## src/hw/rtl/bcm_pkg.sv

```systemverilog
// Shared types and constants for the binomial-mod-prime table block.
package bcm_pkg;

  localparam int TABLE_SIZE = 4096;
  localparam int AddrW      = $clog2(TABLE_SIZE);
  localparam int MulLat     = 6;
  localparam int QueueDepth = 4;
  localparam int QPtrW      = $clog2(QueueDepth);

  localparam logic [29:0] PRIME   = 30'd1000000007;
  localparam logic [31:0] PRIME32 = 32'd1000000007;
  localparam logic [31:0] TWO_P   = 32'd2000000014;
  // exponent for the Fermat inverse: p - 2
  localparam logic [29:0] INV_EXP = 30'd1000000005;

  // Barrett constant floor(2^60 / p)
  localparam logic [63:0] BarNum = 64'd1 << 60;
  localparam logic [30:0] BAR_M  = 31'(BarNum / 64'd1000000007);

  typedef logic [29:0]      residue_t;
  typedef logic [AddrW-1:0] addr_t;

  typedef struct packed {
    logic  ok;
    logic  oor;
  } flags_t;

  typedef struct packed {
    flags_t flags;
    addr_t  n;
    addr_t  k;
    addr_t  d;
  } query_t;

  typedef struct packed {
    logic     fac_we;
    logic     finv_we;
    addr_t    addr;
    residue_t data;
  } tbl_wr_t;

endpackage

```

## src/hw/rtl/bcm_queue.sv

```systemverilog
// Short queue of classified queries between front and back.
module bcm_queue (
  input  logic            clk,
  input  logic            rst,
  input  logic            push,
  input  bcm_pkg::query_t din,
  output logic            full,
  input  logic            pop,
  output bcm_pkg::query_t dout,
  output logic            empty
);
  import bcm_pkg::*;

  query_t           slots [QueueDepth];
  logic [QPtrW-1:0] wptr, rptr;
  logic [QPtrW:0]   count;

  assign full  = (count == (QPtrW+1)'(QueueDepth));
  assign empty = (count == '0);
  assign dout  = slots[rptr];

  always_ff @(posedge clk) begin
    if (push) begin
      slots[wptr] <= din;
    end
  end

  always_ff @(posedge clk) begin
    if (rst) begin
      wptr  <= '0;
      rptr  <= '0;
      count <= '0;
    end else begin
      if (push) begin
        wptr <= wptr + QPtrW'(1);
      end
      if (pop) begin
        rptr <= rptr + QPtrW'(1);
      end
      if (push && !pop) begin
        count <= count + (QPtrW+1)'(1);
      end else if (pop && !push) begin
        count <= count - (QPtrW+1)'(1);
      end
    end
  end

endmodule

```

## config.mk

```make
export PLATFORM = sky130hd
export DESIGN_NAME = bcm_queue
export DESIGN_NICKNAME = d
export VERILOG_FILES = /design/src/hw/rtl/bcm_pkg.sv /design/src/hw/rtl/bcm_queue.sv
export SDC_FILE = /design/constraint.sdc
export NUM_CORES = 1
export LEC_CHECK = 0
export ABC_AREA = 1
export BUFFER_PORTS_ARGS = -buffer_cell sky130_fd_sc_hd__buf_4
export CAP_MARGIN = 20
export CORE_UTILIZATION = 39
export CTS_BUF_LIST = sky130_fd_sc_hd__clkbuf_4 sky130_fd_sc_hd__clkbuf_8
export CTS_CLUSTER_DIAMETER = 80
export CTS_CLUSTER_SIZE = 40
export DETAILED_ROUTE_END_ITERATION = 8
export GPL_ROUTABILITY_DRIVEN = 0
export PLACE_DENSITY = 0.68
export SLEW_MARGIN = 30
export SYNTH_ARGS = -nofsm -noshare
export SYNTH_HDL_FRONTEND = slang
export SYNTH_SLANG_ARGS = --single-unit
```

## constraint.sdc

```tcl
create_clock -name clk -period 2.1 [get_ports clk]
set_clock_uncertainty 0.05 [all_clocks]
set_input_delay 0.21 -clock clk [delete_from_list [all_inputs] [get_ports clk]]
set_output_delay 0.21 -clock clk [all_outputs]
set_load 0.01 [all_outputs]
```

==> After elaboration in Yosys (flattened, before gate mapping) <==
Memory sizes are Yosys's and may differ from the RTL's. A register that Yosys moved wholly into a read port is not among the register bits.
Index checks and enable logic that the tools add are counted.
{ "totals": {"regBits": 7, "ramBits": 152, "in_bits": 42, "wordCells": 21, "n_memories": 1} }
{ "classes": {"addsub": 4, "eq_ne": 1, "n_mux": 6, "n_reduce_logical": 6} }
{ "mem_list": {"columns": ["name", "words", "word_bits", "read_ports", "rd_ports_with_merged_regs", "write_ports", "line_no", "rtl"], "rows": [
  ["slots", 4, 38, 1, 1, 1, "bcm_queue.sv:14", "query_t slots [QueueDepth];"]
]} }
{ "op_table": {"columns": ["op", "count"], "rows": [
  ["$mux 3", 2],
  ["$add 2x1->2 const B", 2],
  ["$mux 2", 2],
  ["$add 3x1->3 const B", 1],
  ["$eq 3x3->1 const B", 1],
  ["$logic_not 3->1", 1],
  ["$sub 3x1->3 const B", 1],
  ["$logic_and 1x1->1", 2],
  ["$logic_not 1->1", 2],
  ["$mux 1", 2],
  ["$reduce_bool 2->1", 1]
]} }

==> Longest topological paths before layout <==
Gate-level depths: netlist of the first run.
{ "depth": {"depth_word": 4, "mapped_depth": 10, "mapped_depth_nobuf": 10} }

==> Worst setup path before layout of the first run <==
Ideal clock, no wire load.
{ "synth_timing": {"path_type": "register to register", "from": "register wptr[0]", "to": "memory slots[2][0] (netlist bit) (enable)", "t_arrival_ps": 1337, "t_required_ps": 1657, "slack_ps": 321, "path_stages_with_launch": 5, "path_buffers": 0, "synth_period_minus_slack_ps": 1779, "cell_sequence": "dfxtp_1 > inv_1 > ha_1 > nand2_1 > inv_1"} }
{ "synth_lines": {"columns": ["element", "line_no", "rtl"], "rows": [
  ["start, declared", "bcm_queue.sv:15", "logic [QPtrW-1:0] wptr, rptr;"],
  ["start signal, assigned", "bcm_queue.sv:35", "wptr <= wptr + QPtrW'(1);"],
  ["end, declared", "bcm_queue.sv:14", null]
]} }
No word-level cell before the write port.

==> flow_summary.toml, run 1 <==
[setup_path]
setup.worst_path.start_class = "flip-flop"
worst-setup-path-type = "reg2out"
reg2reg_setup_slack_ps = 530
worstPathRequired_ps = 1840
crit_path_max_fanout = 46
reg2reg_from = "wptr[0]$_SDFFE_PP0P_"
critical_path.endpoint_type = "output port"
critical_path_arrival_ps = 1720

[cts]
htree_levels = 4
cts_tree = "done"
cts.repair_timing.setup_buffer_count = 0
clock_latency_at_the_later_pin_of_the_worst_skew_pair_ps = 440
cts.sink_count = 161
clockRootBuffer = "sky130_fd_sc_hd__clkbuf_8"
cts.clk_slew.worst_paths_ps = 70
clk_path_buf_depth = 2
cts-buffers-inserted = 17

[drt]
drt_iter0_markers = 287
postRouteWirelength_um = 12230
post_detailed_route_drc_marker_count = 0
detail_route.wl_per_cell_um = 16.16
viasPerCell = 4.995
vias = 3781
drt-pass1-iter-count = 4
number_of_nets_with_antenna_violations_after_routing = 0

[synthesis]
synth_seq_area_share = 0.7798
post_synth_edffs = 152
synth_top_flop_cell = "sky130_fd_sc_hd__edfxtp_1"
mappedNetlistArea_sq_um = 6085
synth-async-reset-ratio = 0
syn_nets = 474
synth.distinct_cells = 21
ys_warn_count = 0
number_of_synthesized_register_bits = 161
yosys.cell_count.top_type = "sky130_fd_sc_hd__edfxtp_1"
post-synth-top-area-cell = "sky130_fd_sc_hd__edfxtp_1"
synth_top_cells_by_count = "sky130_fd_sc_hd__edfxtp_1 (152), sky130_fd_sc_hd__nor2_1 (82), sky130_fd_sc_hd__o21ai_0 (73), sky130_fd_sc_hd__o22ai_1 (38), sky130_fd_sc_hd__inv_1 (15)"
syn_inst = 426
synth_top_cell_area_share = 0.7502
syn_avg_cell_area_sq_um = 14.28
synth_top_cells_by_area = "sky130_fd_sc_hd__edfxtp_1 (75%), sky130_fd_sc_hd__o21ai_0 (6.0%), sky130_fd_sc_hd__nor2_1 (5.1%), sky130_fd_sc_hd__o22ai_1 (3.9%), sky130_fd_sc_hd__dfxtp_1 (3.0%)"

[place]
place.detailed.instances = 686
place_ws_ps = 509.1
number_of_buffers_inserted_by_port_buffering = 81
hpwlAfterDp_um = 7374

[sta]
setup_viol_count_final = 0
hold_violations = 0
postLayoutSetupSlackWorst_ps = 121.0
setup_total_negative_slack_ps = 0
final_min_period_over_clock_period = 0.9424
timing_worst_slew_pin_value_ps = 444.0
rsz0062_at_grt = "no"
report.final.slew_viol_count = 0
relSlewSlack = 0.7035
highest_attainable_clock_frequency_mhz = 505.3
period_minus_slack_ps = 1979

[job]
maxCapViolations = 0

[run_status]
result_of_the_run = "finished, final reports clean"

[global_routing]
grt_first_pass_wirelength_um = 18930
antenna_found_initial = 1
first_global_vias = 3716
track_usage = 0.1605
largest_net_degree_at_the_start_of_global_routing = 47
grt_overflow_total = 0

[floorplanning]
ios = 82
chipHeight_um = 126.9
dieWidth_um = 126.9
fp.coreArea_sq_um = 15200
initial_core_util = 0.4002
core.rowCount = 45
die_area_sq_um = 16100

[layout]
drive_above_1_share = 0.2324
finish.cell_count_without_fillers = 757
area_delta_synth_final_pct = 26.75
final_net_count = 604

[power_and_ir_drop]
vdd_drop_max_uv = 463.8
total_power_mw = 6.499
p_leak_nw = 2.787
power.density_cell_area_nw_per_um2 = 842.6

[hold_path]
timing.hold.worst.start = "pop"
hold_path_class = "in2reg"
-- worst max-delay path, cell delays in order, from the launching register on --
cell and delay, ps:
sky130_fd_sc_hd__dfxtp_2 370, sky130_fd_sc_hd__buf_6 300, sky130_fd_sc_hd__o21ai_0 150, sky130_fd_sc_hd__o22ai_1 270, sky130_fd_sc_hd__buf_4 180
-- sequential cells by signal (all words and copies together) (netlist names), named ones only --
signal	cells
rptr	2
wptr	2
slots	152
count	3
-- cell usage in the layout, fill, tap and decap left out --
cell	instances
sky130_fd_sc_hd__nand2_1	9
sky130_fd_sc_hd__inv_2	4
sky130_fd_sc_hd__clkinv_4	1
sky130_fd_sc_hd__o21ai_1	8
sky130_fd_sc_hd__buf_4	88
sky130_fd_sc_hd__clkinv_1	3
sky130_fd_sc_hd__buf_12	7
sky130_fd_sc_hd__clkbuf_4	6
sky130_fd_sc_hd__dfxtp_2	2
sky130_fd_sc_hd__inv_4	2
sky130_fd_sc_hd__o22ai_1	38
sky130_fd_sc_hd__dlygate4sd3_1	39
sky130_fd_sc_hd__dfxtp_1	7
sky130_fd_sc_hd__nor2_1	82
sky130_fd_sc_hd__nor3_1	2
sky130_fd_sc_hd__nand3_1	1
sky130_fd_sc_hd__bufinv_16	1
sky130_fd_sc_hd__diode_2	1
sky130_fd_sc_hd__inv_1	11
sky130_fd_sc_hd__o21ai_0	73
sky130_fd_sc_hd__fa_1	1
sky130_fd_sc_hd__clkinv_2	3
sky130_fd_sc_hd__clkbuf_8	17
sky130_fd_sc_hd__buf_6	1
sky130_fd_sc_hd__a21oi_1	3
sky130_fd_sc_hd__edfxtp_1	152
sky130_fd_sc_hd__ha_1	5
sky130_fd_sc_hd__nand4_1	1
sky130_fd_sc_hd__xor2_1	1
-- what timing repair did --
item                                   CTS  global route
setup endpoints to repair                0            23
hold buffers                            39             0
endpoints found under the hold margin  153             0
resized for setup                        0             5
-- power breakdown --
group	internal (mW)	switching [mW]
Combinational	0.372	0.445
Clock	0.991	0.989
Sequential	3.66	0.0426
-- logic make-up (layout without fill, tap and decap cells) --
group,after synthesis,count (layout),synth area share
other,0,1,0
AND/OR/NAND/NOR,95,95,0.05963
flip-flops,161,161,0.7798
buffers and inverters,41,183,0.03743
AO/OA/AOI/OAI,122,122,0.1082
adder cells (fa/ha/maj),6,6,0.01357
XOR/XNOR,1,1,0.001440
-- final timing paths --
path,to,cells after the start
worst max-delay path,dout[31],4
worst min-delay path,flip-flop,4
worst max register to register,slots[0][25]$_DFFE_PP_,5
worst min register to register,flip-flop,1
-- through the flow --
| step | area [sq um] | hold WS (ps) | utilization |
|---|---|---|---|
| floorplan | 6085 | 232.4 | - |
| CTS | 7701 | 4.176 | 0.5066 |
| detailed placement | 6967 | 334.0 | 0.4583 |
| finish | 7712 | 58.47 | 0.5073 |
| global route | 7712 | 38.12 | 0.5073 |
| global placement | 6967 | 329.1 | 0.4583 |
-- metal layers --
| metal | wire (um) | track usage | vias up |
|---|---|---|---|
| li1 | - | - | 1840 |
| met3 | 546 | 0.05399 | 12 |
| met4 | 133 | 0.05812 | 0 |
| met1 | 5518 | 0.2020 | 1851 |
| met2 | 6032 | 0.2586 | 78 |
| met5 | 0 | 0 | - |
-- cell type report --
cell class | instances | area [sq um]
fill | 1301 | 7490
sequential | 161 | 4747
timing repair buffer | 135 | 1202
multi-input combinational | 224 | 1112
clock buffer | 23 | 279.0
tap | 188 | 235.2
inverter | 17 | 68.82
clock inverter | 8 | 65.06
antenna | 1 | 2.502
Power figures use the tool's default switching activity.
==> run 2, diff against run 1 <==
Settings changed: CORE_ASPECT_RATIO set to 1.75.
==> run 2 against run 1 <==
Utilization is 0.58 points lower. Worst hold slack worse by 3.9 ps. Sequential power is essentially flat. Critical path type unchanged. Sequential share of layout area increased by 0.23 points. Setup slack better by 2.7 ps. Cell count fell by 0.92%.
==> flow_summary.toml, run 2 (synthesis gave the netlist of run 1 again) <==
[floorplanning]
core.rowCount = 60
ios = 82
chipHeight_um = 167.2
initial_core_util = 0.3973
dieWidth_um = 96.42
die_area_sq_um = 16120
fp.coreArea_sq_um = 15310

[sta]
setup_total_negative_slack_ps = 0
hold_violations = 0
timing_worst_slew_pin_value_ps = 415.2
report.final.slew_viol_count = 0
postLayoutSetupSlackWorst_ps = 123.7
highest_attainable_clock_frequency_mhz = 506.0
rsz0062_at_grt = "no"
setup_viol_count_final = 0
period_minus_slack_ps = 1976
relSlewSlack = 0.7232
holdWs_ps = 54.59
final_min_period_over_clock_period = 0.9411

[cts]
clock_latency_at_the_later_pin_of_the_worst_skew_pair_ps = 420
cts.clk_slew.worst_paths_ps = 80
cts.repair_timing.setup_buffer_count = 0
cts-buffers-inserted = 17
cts_tree = "done"
htree_levels = 4
clk_path_buf_depth = 2
clockRootBuffer = "sky130_fd_sc_hd__clkbuf_8"
cts.sink_count = 161

[drt]
viasPerCell = 5.168
vias = 3876
drt_iter0_markers = 261
number_of_nets_with_antenna_violations_after_routing = 0
post_detailed_route_drc_marker_count = 0
drt-pass1-iter-count = 4
detail_route.wl_per_cell_um = 16.32
postRouteWirelength_um = 12240

[setup_path]
critical_path.endpoint_type = "output port"
worst-setup-path-type = "reg2out"
crit_path_max_fanout = 42
reg2reg_setup_slack_ps = 700
worstPathRequired_ps = 1840
critical_path_arrival_ps = 1720
setup.worst_path.start_class = "flip-flop"

[layout]
final_common_cell = "sky130_fd_sc_hd__edfxtp_1"
regMostFlops = "slots"
flip_flop_count_of_the_largest_register_after_layout = 152
area_delta_synth_final_pct = 26.24
final_net_count = 599
most-common-layout-cells = "sky130_fd_sc_hd__edfxtp_1 (152), sky130_fd_sc_hd__buf_4 (84), sky130_fd_sc_hd__nor2_1 (82), sky130_fd_sc_hd__o21ai_0 (73), sky130_fd_sc_hd__dlygate4sd3_1 (39)"
largest_registers = "slots (152), count (3)"
fin_util = 0.5016
multiInputGateArea_sq_um = 1112
drive_above_1_share = 0.2287
seqCellArea_sq_um = 4746
diodes = 0
fill_cells = 1339

[global_routing]
grt_first_pass_wirelength_um = 19750
largest_net_degree_at_the_start_of_global_routing = 57
first_global_vias = 4038
track_usage = 0.1673
antenna_found_initial = 0
grt_overflow_total = 0

[place]
hpwlAfterDp_um = 7275
number_of_buffers_inserted_by_port_buffering = 81
place_ws_ps = 503.9

[job]
maxCapViolations = 0

[power_and_ir_drop]
p_leak_nw = 2.743
vdd_drop_max_uv = 451.0
total_power_mw = 6.596
power.density_cell_area_nw_per_um2 = 858.7

[hold_path]
hold_path_class = "in2reg"

[run_status]
result_of_the_run = "finished, final reports clean"
-- run 2: path summary, 6_finish.rpt --
| path | from | end | cells after the start |
|---|---|---|---|
| setup / recovery | flip-flop | dout[27] | 5 |
| hold / removal | pop | rptr[0]$_SDFFE_PP0P_ | 3 |
| setup reg to reg | count[0]$_SDFFE_PP0P_ | count[2]$_SDFFE_PP0P_ | 7 |
| hold reg to reg | rptr[1]$_SDFFE_PP0P_ | flip-flop | 1 |
-- run 2: per-stage QoR --
stage,instance area [sq um],cells
2_1_floorplan,6085,426
3_3_place_gp,6913,679
3_5_place_dp,6913,679
4_1_cts,7676,750
5_1_grt,7681,750
6_report,7681,750
-- run 2: critical path, cell delays in order (launching register included) --
cell and delay [ps]:
sky130_fd_sc_hd__dfxtp_2 350, sky130_fd_sc_hd__inv_2 50, sky130_fd_sc_hd__buf_4 370, sky130_fd_sc_hd__o21ai_0 140, sky130_fd_sc_hd__o22ai_1 210, sky130_fd_sc_hd__buf_4 170
-- run 2: area by class of cell --
| type | count | area share |
|---|---|---|
| clock buffers | 18 | 0.03144 |
| clock inverters | 14 | 0.01710 |
| inverters | 17 | 0.008470 |
| multi-input cells | 224 | 0.1448 |
| flip-flops and latches | 161 | 0.6179 |
| well taps | 186 | 0.03030 |
| repair buffers | 130 | 0.1500 |
-- run 2: power breakdown --
group	total [mW]	switching [mW]	leakage, nW	internal (mW)
sequential	3.70	0.0443	1.47	3.66
combinational	0.812	0.451	1.10	0.361
clock	2.08	1.12	0.170	0.964
-- run 2: what timing repair did --
item / 4_1_cts / 5_1_grt
gates resized for setup: 0 / 2
endpoints found under the setup margin: 0 / 16
hold buffers: 39 / 0
endpoints found under the hold margin: 153 / 0
-- run 2: layer usage --
metal	up-vias	part of all wire	track usage
li1	1823	-	-
met2	126	0.57	0.2991
met3	20	0.048	0.04587
met4	0	0.022	0.07864
met1	1907	0.36	0.1760
met5	-	0	0
