[config.mk]
export PLATFORM = sky130hd
export DESIGN_NAME = bcm_front
export DESIGN_NICKNAME = d
export VERILOG_FILES = /design/src/hw/rtl/bcm_pkg.sv /design/src/hw/rtl/bcm_front.sv
export SDC_FILE = /design/constraint.sdc
export NUM_CORES = 1
export LEC_CHECK = 0
export BUFFER_PORTS_ARGS = -buffer_cell sky130_fd_sc_hd__buf_2
export CAP_MARGIN = 0
export CORE_UTILIZATION = 40
export DETAILED_ROUTE_END_ITERATION = 10
export PLACE_DENSITY = 0.81
export SLEW_MARGIN = 30
export SYNTH_ARGS = -nofsm -noshare
export SYNTH_HDL_FRONTEND = slang
export SYNTH_SLANG_ARGS = --single-unit
[constraint.sdc]
create_clock -name vclk -period 3.3
set_input_delay 0.66 -clock vclk [all_inputs]
set_output_delay 0.66 -clock vclk [all_outputs]
set_load 0.02 [all_outputs]
[src/hw/rtl/bcm_pkg.sv]
// Shared types and constants for the binomial-mod-prime table block.
package bcm_pkg;

  localparam int TABLE_SIZE = 4096;
  localparam int AddrW      = $clog2(TABLE_SIZE);
  localparam int MulLat     = 6;
  localparam int QueueDepth = 4;
  localparam int QPtrW      = $clog2(QueueDepth);

  localparam logic [29:0] PRIME   = 30'd1000000007;
  localparam logic [31:0] PRIME32 = 32'd1000000007;
  localparam logic [31:0] TWO_P   = 32'd2000000014;
  // exponent for the Fermat inverse: p - 2
  localparam logic [29:0] INV_EXP = 30'd1000000005;

  // Barrett constant floor(2^60 / p)
  localparam logic [63:0] BarNum = 64'd1 << 60;
  localparam logic [30:0] BAR_M  = 31'(BarNum / 64'd1000000007);

  typedef logic [29:0]      residue_t;
  typedef logic [AddrW-1:0] addr_t;

  typedef struct packed {
    logic  ok;
    logic  oor;
  } flags_t;

  typedef struct packed {
    flags_t flags;
    addr_t  n;
    addr_t  k;
    addr_t  d;
  } query_t;

  typedef struct packed {
    logic     fac_we;
    logic     finv_we;
    addr_t    addr;
    residue_t data;
  } tbl_wr_t;

endpackage

[src/hw/rtl/bcm_front.sv]
// Query front end: input handshake and argument classification.
module bcm_front (
  input  logic            ready,
  input  logic            full,
  input  logic            s_axis_tvalid,
  output logic            s_axis_tready,
  input  logic [39:0]     s_axis_tdata,
  output logic            push,
  output bcm_pkg::query_t q
);
  import bcm_pkg::*;

  localparam logic signed [19:0] NLimit = 20'(TABLE_SIZE);

  logic signed [19:0] n, k;
  logic [19:0] diff;

  assign n    = s_axis_tdata[19:0];
  assign k    = s_axis_tdata[39:20];
  assign diff = n - k;

  always_comb begin
    q.flags.oor = (n >= NLimit);
    q.flags.ok  = !q.flags.oor && !n[19] && !k[19] && (n >= k);
    q.n         = n[AddrW-1:0];
    q.k         = k[AddrW-1:0];
    q.d         = diff[AddrW-1:0];
  end

  assign s_axis_tready = ready && !full;
  assign push          = s_axis_tvalid && s_axis_tready;

endmodule

Word level (Yosys, flattened, before mapping) --
Index checks and enable logic that the tools add are counted.
Operators by class: add/subtract/negate cells 1, reduce and logical (&&, ||, !) cells 9, order comparisons 2
Operators with widths (number):
- $ge A20 B14 Y1 const B | 1
- $ge A20 B20 Y1 | 1
- $sub A12 B12 Y12 | 1
- $logic_and A1 B1 Y1 | 5
- $logic_not A1 Y1 | 4
Word-level totals: word-level logic and storage cells 12, register bits 0, input bits 43

Logic depth before layout (Yosys ltp) --
Gate-level depths: netlist of run 1.
depth after elaboration 5, mapped depth 9, depth with buffers taken out 9

Least setup slack after synthesis of run 1 --
Ideal clock, no wire load.
path type input port to output port, from input port s_axis_tdata[0], to output port q[10] (netlist bit), stages on the path 8, data arrival time 2.346 ns, path slack 0.294 ns, path buffers 0, required time 2.640 ns, cells stage by stage inv_1 -> ha_1 -> fa_1 -> and2b_1 -> o21ai_2 -> a21oi_2 -> o21a_1 -> o311ai_1
RTL lines:
- start: declaration | RTL line bcm_front.sv:7 | input logic [39:0] s_axis_tdata,
- end: declaration | RTL line bcm_front.sv:9 | output bcm_pkg::query_t q

==> results.yml, run 1 <==
yosys:
  synth_xor_area_share_pct: 6.66
  synth_top_family_by_area: "buffers and inverters"
  yosys.area_share.simple_pct: 17.7
  syn_nets: 212
  post-synth-top-area-cell: "ha_1"
  yosysSeqAreaShare_pct: 0
  syn-cell-area_sq_mm: 0.00105
  synth-compound-area-share_pct: 22.8
  ys_warn_count: 0
  synth_area_leaders: "ha_1 (24%), buf_4 (18%), inv_1 (9.3%)"
  avgSynthCellArea_sq_um: 7.11
  synth.distinct_cells: 35
  syn_inst: 148
  yosysTopAreaCellShare_pct: 23.8
  synth_mux_area_share_pct: 0
  synth-adder-area-share_pct: 25.7
sta:
  worst_slew_pin_slew_ps: 351
  rsz0062_at_grt: "no"
  hold_viol_final: 0
  period_minus_slack_ps: 3110
  fmax_mhz: 322
  slew_headroom_pct: 76.4
  post-route-period-util_pct: 94.2
  finalSetupViolCount: 0
  finalMaxSlewViolations: 0
  hold-worst-slack_ps: 1550
  fin_tns_setup_ps: 0
pwr:
  peakVddDrop_v: 0.000130
  leakagePower_uw: 0.000798
  power_density_mw_per_mm2: 206
setup_path:
  arrival_ps: 2450
  endpoint_kind: "output port"
  endpoint: "q[37]"
  cp_max_fo: 3
  cp-start-kind: "primary input"
  required_ps: 2640
  critPathLaunch: "s_axis_tdata[0]"
  criticalPathCategory: "primary input to output port"
drt:
  drt-initial-drc-count: 18
  dr.pass1.iters: 4
  vias: 1149
  drt-total-wl_mm: 2.16
  drc: 0
  ant_nets: 0
  wire_per_inst_um: 9.13
  vias_per_cell: 4.85
floorplanning:
  die_area_sq_mm: 0.00284
  core_area_sq_mm: 0.00248
  io_pins: 83
  rows: 18
  initial_utilization_pct: 42.5
  die_y_um: 53.3
  die_x_um: 53.3
placed_design:
  place_area_sq_mm: 0.00133
  hpwl_mm: 1.97
  numPortBuffers: 83
  gp_congestion: 0.774
global_route:
  grt_max_degree: 9
  grt_overflow: 0
  grt_pass1_wl_mm: 3.16
  grt_antenna_before_repair: 0
  grt_usage_pct: 13.9
  grt_pass1_vias: 890
layout:
  flops_and_latches: 0
  fin_area_sq_mm: 0.00133
  mostFrequentLayoutCells: "buf_2 (83), inv_1 (26), ha_1 (20)"
  drive_gt1_share_pct: 44.9
  nClkBuffers: 0
  seq_area_sq_um: 0
  antenna_cells: 0
  final_common_cell: "buf_2"
  layout.nets: 273
  syn2layout_area_growth_pct: 26.2
run:
  cap_viol_max_count: 0
min_path:
  hold_class: "primary input to output port"
cts:
  hold_buffers: 0
outcome:
  status: "finished, final reports clean"
==> worst min-delay path by stage <==
stage / from / endpoint / depth (start not counted) / slack [ps]
global route: s_axis_tdata[0] / q[24] / 2 / 1560
floorplan: s_axis_tdata[19] / q[36] / 1 / 1400
global placement: s_axis_tdata[28] / q[20] / 2 / 1550
finish: s_axis_tdata[24] / q[16] / 2 / 1550
detailed placement: s_axis_tdata[28] / q[20] / 2 / 1550
CTS: s_axis_tdata[24] / q[16] / 2 / 1550
==> metal layers <==
metal  GRT usage [%]  up-vias  share of wire [%]
met3            1.15        0                8.0
li1                -      609                  -
met4               0        0                  0
met2            28.1       46                 49
met5               0        -                  0
met1            16.2      494                 43
==> stage by stage <==
| stage | utilization (%) | power, uW | setup slack [ps] | std cells |
|---|---|---|---|---|
| 6_report | 53.6 | 273 | 191 | 237 |
| 4_1_cts | 53.5 | 276 | 115 | 237 |
| 5_1_grt | 53.6 | 304 | 63.7 | 237 |
| 3_5_place_dp | 53.5 | 274 | 133 | 237 |
| 3_3_place_gp | 53.5 | 271 | 151 | 237 |
| 2_1_floorplan | - | 204 | 294 | 148 |
==> worst max-delay path: stages <==
cell and delay, ps:
buf_2 80, inv_1 30, ha_1 210, fa_2 350, and2b_1 210, o21ai_2 60, a21oi_2 180, o2111ai_1 170
a21oi_1 140, and4b_1 190, buf_2 150
==> cells by family after synthesis <==
logic type | Yosys count
XOR/XNOR | 8
buffers and inverters | 51
AND/OR/NAND/NOR | 34
adder cells (fa/ha/maj) | 21
AO/OA/AOI/OAI | 34
==> final cells by class <==
| type | count | area [sq um] |
|---|---|---|
| fill | 274 | 1150 |
| tap | 30 | 37.5 |
| timing repair buffer | 84 | 423 |
| multi-input combinational | 97 | 769 |
| inverter | 26 | 97.6 |
==> synth_stat cells, types with 2 or more instances <==
cell type	number
a21oi_1	12
xnor2_1	6
nor2b_1	2
o21ai_0	4
a21oi_2	2
nor3_1	3
inv_1	26
nor2_1	8
nand2_1	6
ha_1	20
xor2_1	2
o21a_1	3
nand4_1	6
buf_4	25
a21o_1	3
==> timing repair <==
item                                    CTS  global route
gates resized for setup                   0             1
buffers inserted                          0             0
endpoints found under the setup margin    0             1
==> power breakdown <==
group / internal [uW] / switching [uW] / leakage (uW)
combinational: 114 / 160 / 0.000798
clock: 0 / 0 / 0
sequential: 0 / 0 / 0
Note: power is estimated with default switching activity, not from simulation.
==> inputs of run 2 (changes only) <==
BUFFER_PORTS_ARGS = -buffer_cell sky130_fd_sc_hd__clkbuf_2   (was -buffer_cell sky130_fd_sc_hd__buf_2)
==> run 2 against run 1 <==
  * Core utilization stayed put
  * Total power increased by 0.51%
  * Sequential share of layout area unchanged
  * Wire length down 4.1%
  * Largest cell class unchanged
==> results.yml, run 2 (synthesized netlist as in run 1, its figures left out) <==
sta:
  rsz0062_at_grt: "no"
  fmax_mhz: 321
  hold-worst-slack_ps: 1550
  slew_headroom_pct: 76.2
  finalMaxSlewViolations: 0
  finalSetupViolCount: 0
  fin_tns_setup_ps: 0
  hold_viol_final: 0
  worst_slew_pin_slew_ps: 354
  post-route-period-util_pct: 94.5
  period_minus_slack_ps: 3120
min_path:
  hold_class: "primary input to output port"
floorplanning:
  initial_utilization_pct: 42.5
  die_y_um: 53.3
  io_pins: 83
  die_area_sq_mm: 0.00284
  rows: 18
  core_area_sq_mm: 0.00248
  die_x_um: 53.3
drt:
  wire_per_inst_um: 8.76
  drt-total-wl_mm: 2.08
  wl_met3_um: 126
  dr.pass1.iters: 4
  drt-initial-drc-count: 8
  vias: 1136
  vias_per_cell: 4.79
  wl_met2_um: 991
  wl_met1_um: 957
  ant_nets: 0
  routed.top_layer: "met3"
  drc: 0
layout:
  nClkBuffers: 0
  mostFrequentLayoutCells: "clkbuf_2 (83), inv_1 (26), ha_1 (20)"
  seq_area_sq_um: 0
  final_common_cell: "clkbuf_2"
  fillers: 267
  layout.nets: 273
  flops_and_latches: 0
  syn2layout_area_growth_pct: 26.2
  antenna_cells: 0
  drive_gt1_share_pct: 44.9
  multi_input_area_sq_um: 769
placed_design:
  hpwl_mm: 1.94
  gp_congestion: 0.772
  numPortBuffers: 83
global_route:
  grt_max_degree: 9
  grt_antenna_before_repair: 0
  grt_pass1_vias: 881
  grt_overflow: 0
  grt_pass1_wl_mm: 3.13
  grt_usage_pct: 13.7
outcome:
  status: "finished, final reports clean"
setup_path:
  criticalPathCategory: "primary input to output port"
  cp_max_fo: 3
  cp-start-kind: "primary input"
  endpoint_kind: "output port"
  arrival_ps: 2460
  critPathLaunch: "s_axis_tdata[0]"
  required_ps: 2640
  endpoint: "q[37]"
pwr:
  power_density_mw_per_mm2: 207
  leakagePower_uw: 0.000814
  peakVddDrop_v: 0.000130
cts:
  post-cts-setup-buffers: 0
run:
  cap_viol_max_count: 0
-- run 2: worst min path at each step --
stage                      from    end  slack [ps]  depth (start not counted)
2_1_floorplan  s_axis_tdata[19]  q[36]        1400                          1
3_3_place_gp   s_axis_tdata[28]  q[20]        1550                          2
3_5_place_dp   s_axis_tdata[28]  q[20]        1550                          2
4_1_cts        s_axis_tdata[30]  q[22]        1550                          2
5_1_grt        s_axis_tdata[22]  q[14]        1560                          2
6_report       s_axis_tdata[30]  q[22]        1550                          2
-- run 2: what timing repair did --
action / CTS / global route
hold buffers: 0 / 0
resized for setup: 0 / 1
hold endpoints to repair: 0 / 0
endpoints found under the setup margin: 0 / 1
-- run 2: layout make-up --
class / instances / share of cell area (%)
Timing Repair Buffer: 84 / 31.9
Multi-Input combinational cell: 97 / 58.0
Tap cell: 30 / 2.83
Inverter: 26 / 7.35
-- run 2: worst max-delay path, cell delays in order --
cell and delay [ps]:
clkbuf_2 90, inv_1 40, ha_1 210, fa_2 360, and2b_1 210, o21ai_2 60
a21oi_2 180, o2111ai_1 170, a21oi_1 140, and4b_1 190, clkbuf_2 150
-- run 2: where the power goes --
part           switching, uW  internal [uW]  total (uW)
combinational            162            113         275
clock                      0              0           0
sequential                 0              0           0
-- run 2: metal layers --
metal | track usage [%] | vias up
met4 | 0 | 0
met3 | 0 | 0
li1 | - | 609
met5 | 0 | -
met1 | 17.2 | 483
met2 | 26.9 | 44
-- run 2: through the flow --
stage / util (%) / instances / power (uW) / area [sq um] / setup slack, ps
6_report: 53.6 / 237 / 275 / 1330 / 182
5_1_grt: 53.6 / 237 / 303 / 1330 / 27.9
4_1_cts: 53.5 / 237 / 277 / 1330 / 95.2
3_5_place_dp: 53.5 / 237 / 275 / 1330 / 108
3_3_place_gp: 53.5 / 237 / 272 / 1330 / 148
2_1_floorplan: - / 148 / 204 / 1050 / 294
==> inputs of run 3 (changes only) <==
CELL_PAD_IN_SITES_DETAIL_PLACEMENT = 1   (was not set)
CELL_PAD_IN_SITES_GLOBAL_PLACEMENT = 1   (was not set)
CORE_UTILIZATION = 27   (was 40)
PLACE_DENSITY = not set   (was 0.81)
PLACE_DENSITY_LB_ADDON = 0.1   (was not set)
==> run 3 against run 2 <==
  * Total power up 1.9%
  * Hold slack better by 1.0 ps
  * Cell area up 2.7%
  * Clock-buffer cell count unchanged
  * Fmax down 1.8%
  * Non-clock buffer count up 1
  * Wire length up 33%
  * Global-route usage down 0.77 points
  * Worst setup slack worse by 59 ps
  * Core utilization down 17 points
  * First-iteration DRC count down 63%
  * Largest cell class unchanged
==> results.yml, run 3 (synthesized netlist as in run 1, its figures left out) <==
pwr:
  power_density_mw_per_mm2: 205
  leakagePower_uw: 0.000820
  peakVddDrop_v: 0.0000733
sta:
  rsz0062_at_grt: "no"
  slew_headroom_pct: 71.0
  fmax_mhz: 315
  post-route-period-util_pct: 96.3
  finalSetupViolCount: 0
  hold_viol_final: 0
  hold-worst-slack_ps: 1550
  period_minus_slack_ps: 3180
  finalMaxSlewViolations: 0
  fin_tns_setup_ps: 0
  worst_slew_pin_slew_ps: 431
floorplanning:
  die_area_sq_mm: 0.00415
  die_y_um: 64.4
  initial_utilization_pct: 28.5
  io_pins: 83
  die_x_um: 64.4
  core_area_sq_mm: 0.00369
  rows: 22
setup_path:
  endpoint: "q[37]"
  critPathSlowestCell: "fa_2"
  criticalPathCategory: "primary input to output port"
  cp-start-kind: "primary input"
  cp_cell_sequence: "clkbuf_2 -> inv_1 -> ha_1 -> fa_2 -> and2b_1 -> o21ai_2 -> a21oi_2 -> o2111ai_2 -> a21oi_1 -> and4b_1 -> clkbuf_2"
  cpPeakStageDelay_ps: 360
  required_ps: 2640
  arrival_ps: 2520
  critPathLaunch: "s_axis_tdata[0]"
  endpoint_kind: "output port"
  worst_path_most_repeated_cell: "clkbuf_2"
  cp_max_fo: 3
layout:
  drive_gt1_share_pct: 45.7
  antenna_cells: 0
  syn2layout_area_growth_pct: 29.6
  seq_area_sq_um: 0
  final_common_cell: "clkbuf_2"
  flops_and_latches: 0
  layout.nets: 274
  fin_util_pct: 37.0
  mostFrequentLayoutCells: "clkbuf_2 (83), inv_1 (26), ha_1 (20)"
  fin_area_sq_mm: 0.00136
  nClkBuffers: 0
placed_design:
  place_area_sq_mm: 0.00135
  numPortBuffers: 83
  hpwl_mm: 2.62
  gp_congestion: 0.769
drt:
  ant_nets: 0
  vias_per_cell: 4.61
  wire_per_inst_um: 10.8
  dr.pass1.iters: 4
  drt-total-wl_mm: 2.76
  drc: 0
  drt-initial-drc-count: 3
  vias: 1181
cts:
  hold_buffers: 0
global_route:
  grt_usage_pct: 12.9
  grt_antenna_before_repair: 0
  grt_pass1_wl_mm: 4.53
  grt_pass1_vias: 1121
  grt_overflow: 0
  grt_max_degree: 9
min_path:
  hold_class: "primary input to output port"
run:
  cap_viol_max_count: 0
outcome:
  status: "finished, final reports clean"
[run 3: changes by cell type in the layout (fill, tap and decap cells not counted), sizes merged]
cell and change:
buf +1
[run 3: final cells by class]
| class | count | area [sq um] |
|---|---|---|
| inverters | 26 | 97.6 |
| fillers | 502 | 2320 |
| well taps | 48 | 60.1 |
| multi-input cells | 97 | 776 |
| repair buffers | 85 | 430 |
[run 3: repair_timing]
action                     4_1_cts  5_1_grt
resized for setup                0        2
buffers inserted                 0        1
setup endpoints to repair        0        2
[run 3: worst min path at each step]
stage	start	end	slack (ps)	depth (start not counted)
2_1_floorplan	s_axis_tdata[19]	q[36]	1400	1
3_3_place_gp	s_axis_tdata[29]	q[21]	1550	2
3_5_place_dp	s_axis_tdata[29]	q[21]	1550	2
4_1_cts	s_axis_tdata[28]	q[20]	1550	2
5_1_grt	s_axis_tdata[28]	q[20]	1560	2
6_report	s_axis_tdata[28]	q[20]	1550	2
[run 3: power by group]
| group | switching, uW | internal (uW) | total (uW) |
|---|---|---|---|
| sequential | 0 | 0 | 0 |
| clock | 0 | 0 | 0 |
| combinational | 166 | 114 | 280 |
| total | 166 | 114 | 280 |
[run 3: critical path, delay by kind of cell]
family,cells,cell delay [ps]
compound gates,4,580
fa+ha+maj,2,580
simple gates,2,410
buf+inv,3,280
[run 3: metrics by stage]
step / total power (uW) / std cells / worst slack, ps
floorplan: 204 / 148 / 294
global placement: 276 / 255 / 116
detailed placement: 282 / 255 / 31.9
CTS: 283 / 255 / 27.0
global route: 309 / 256 / 12.7
finish: 280 / 256 / 124
[run 3: per-layer routing]
layer,up-vias,share of wire [%],global-route usage (%)
met5,-,0,0
met4,0,0,0
met2,44,52,26.7
met1,528,43,15.5
met3,0,4.6,0
li1,609,-,-
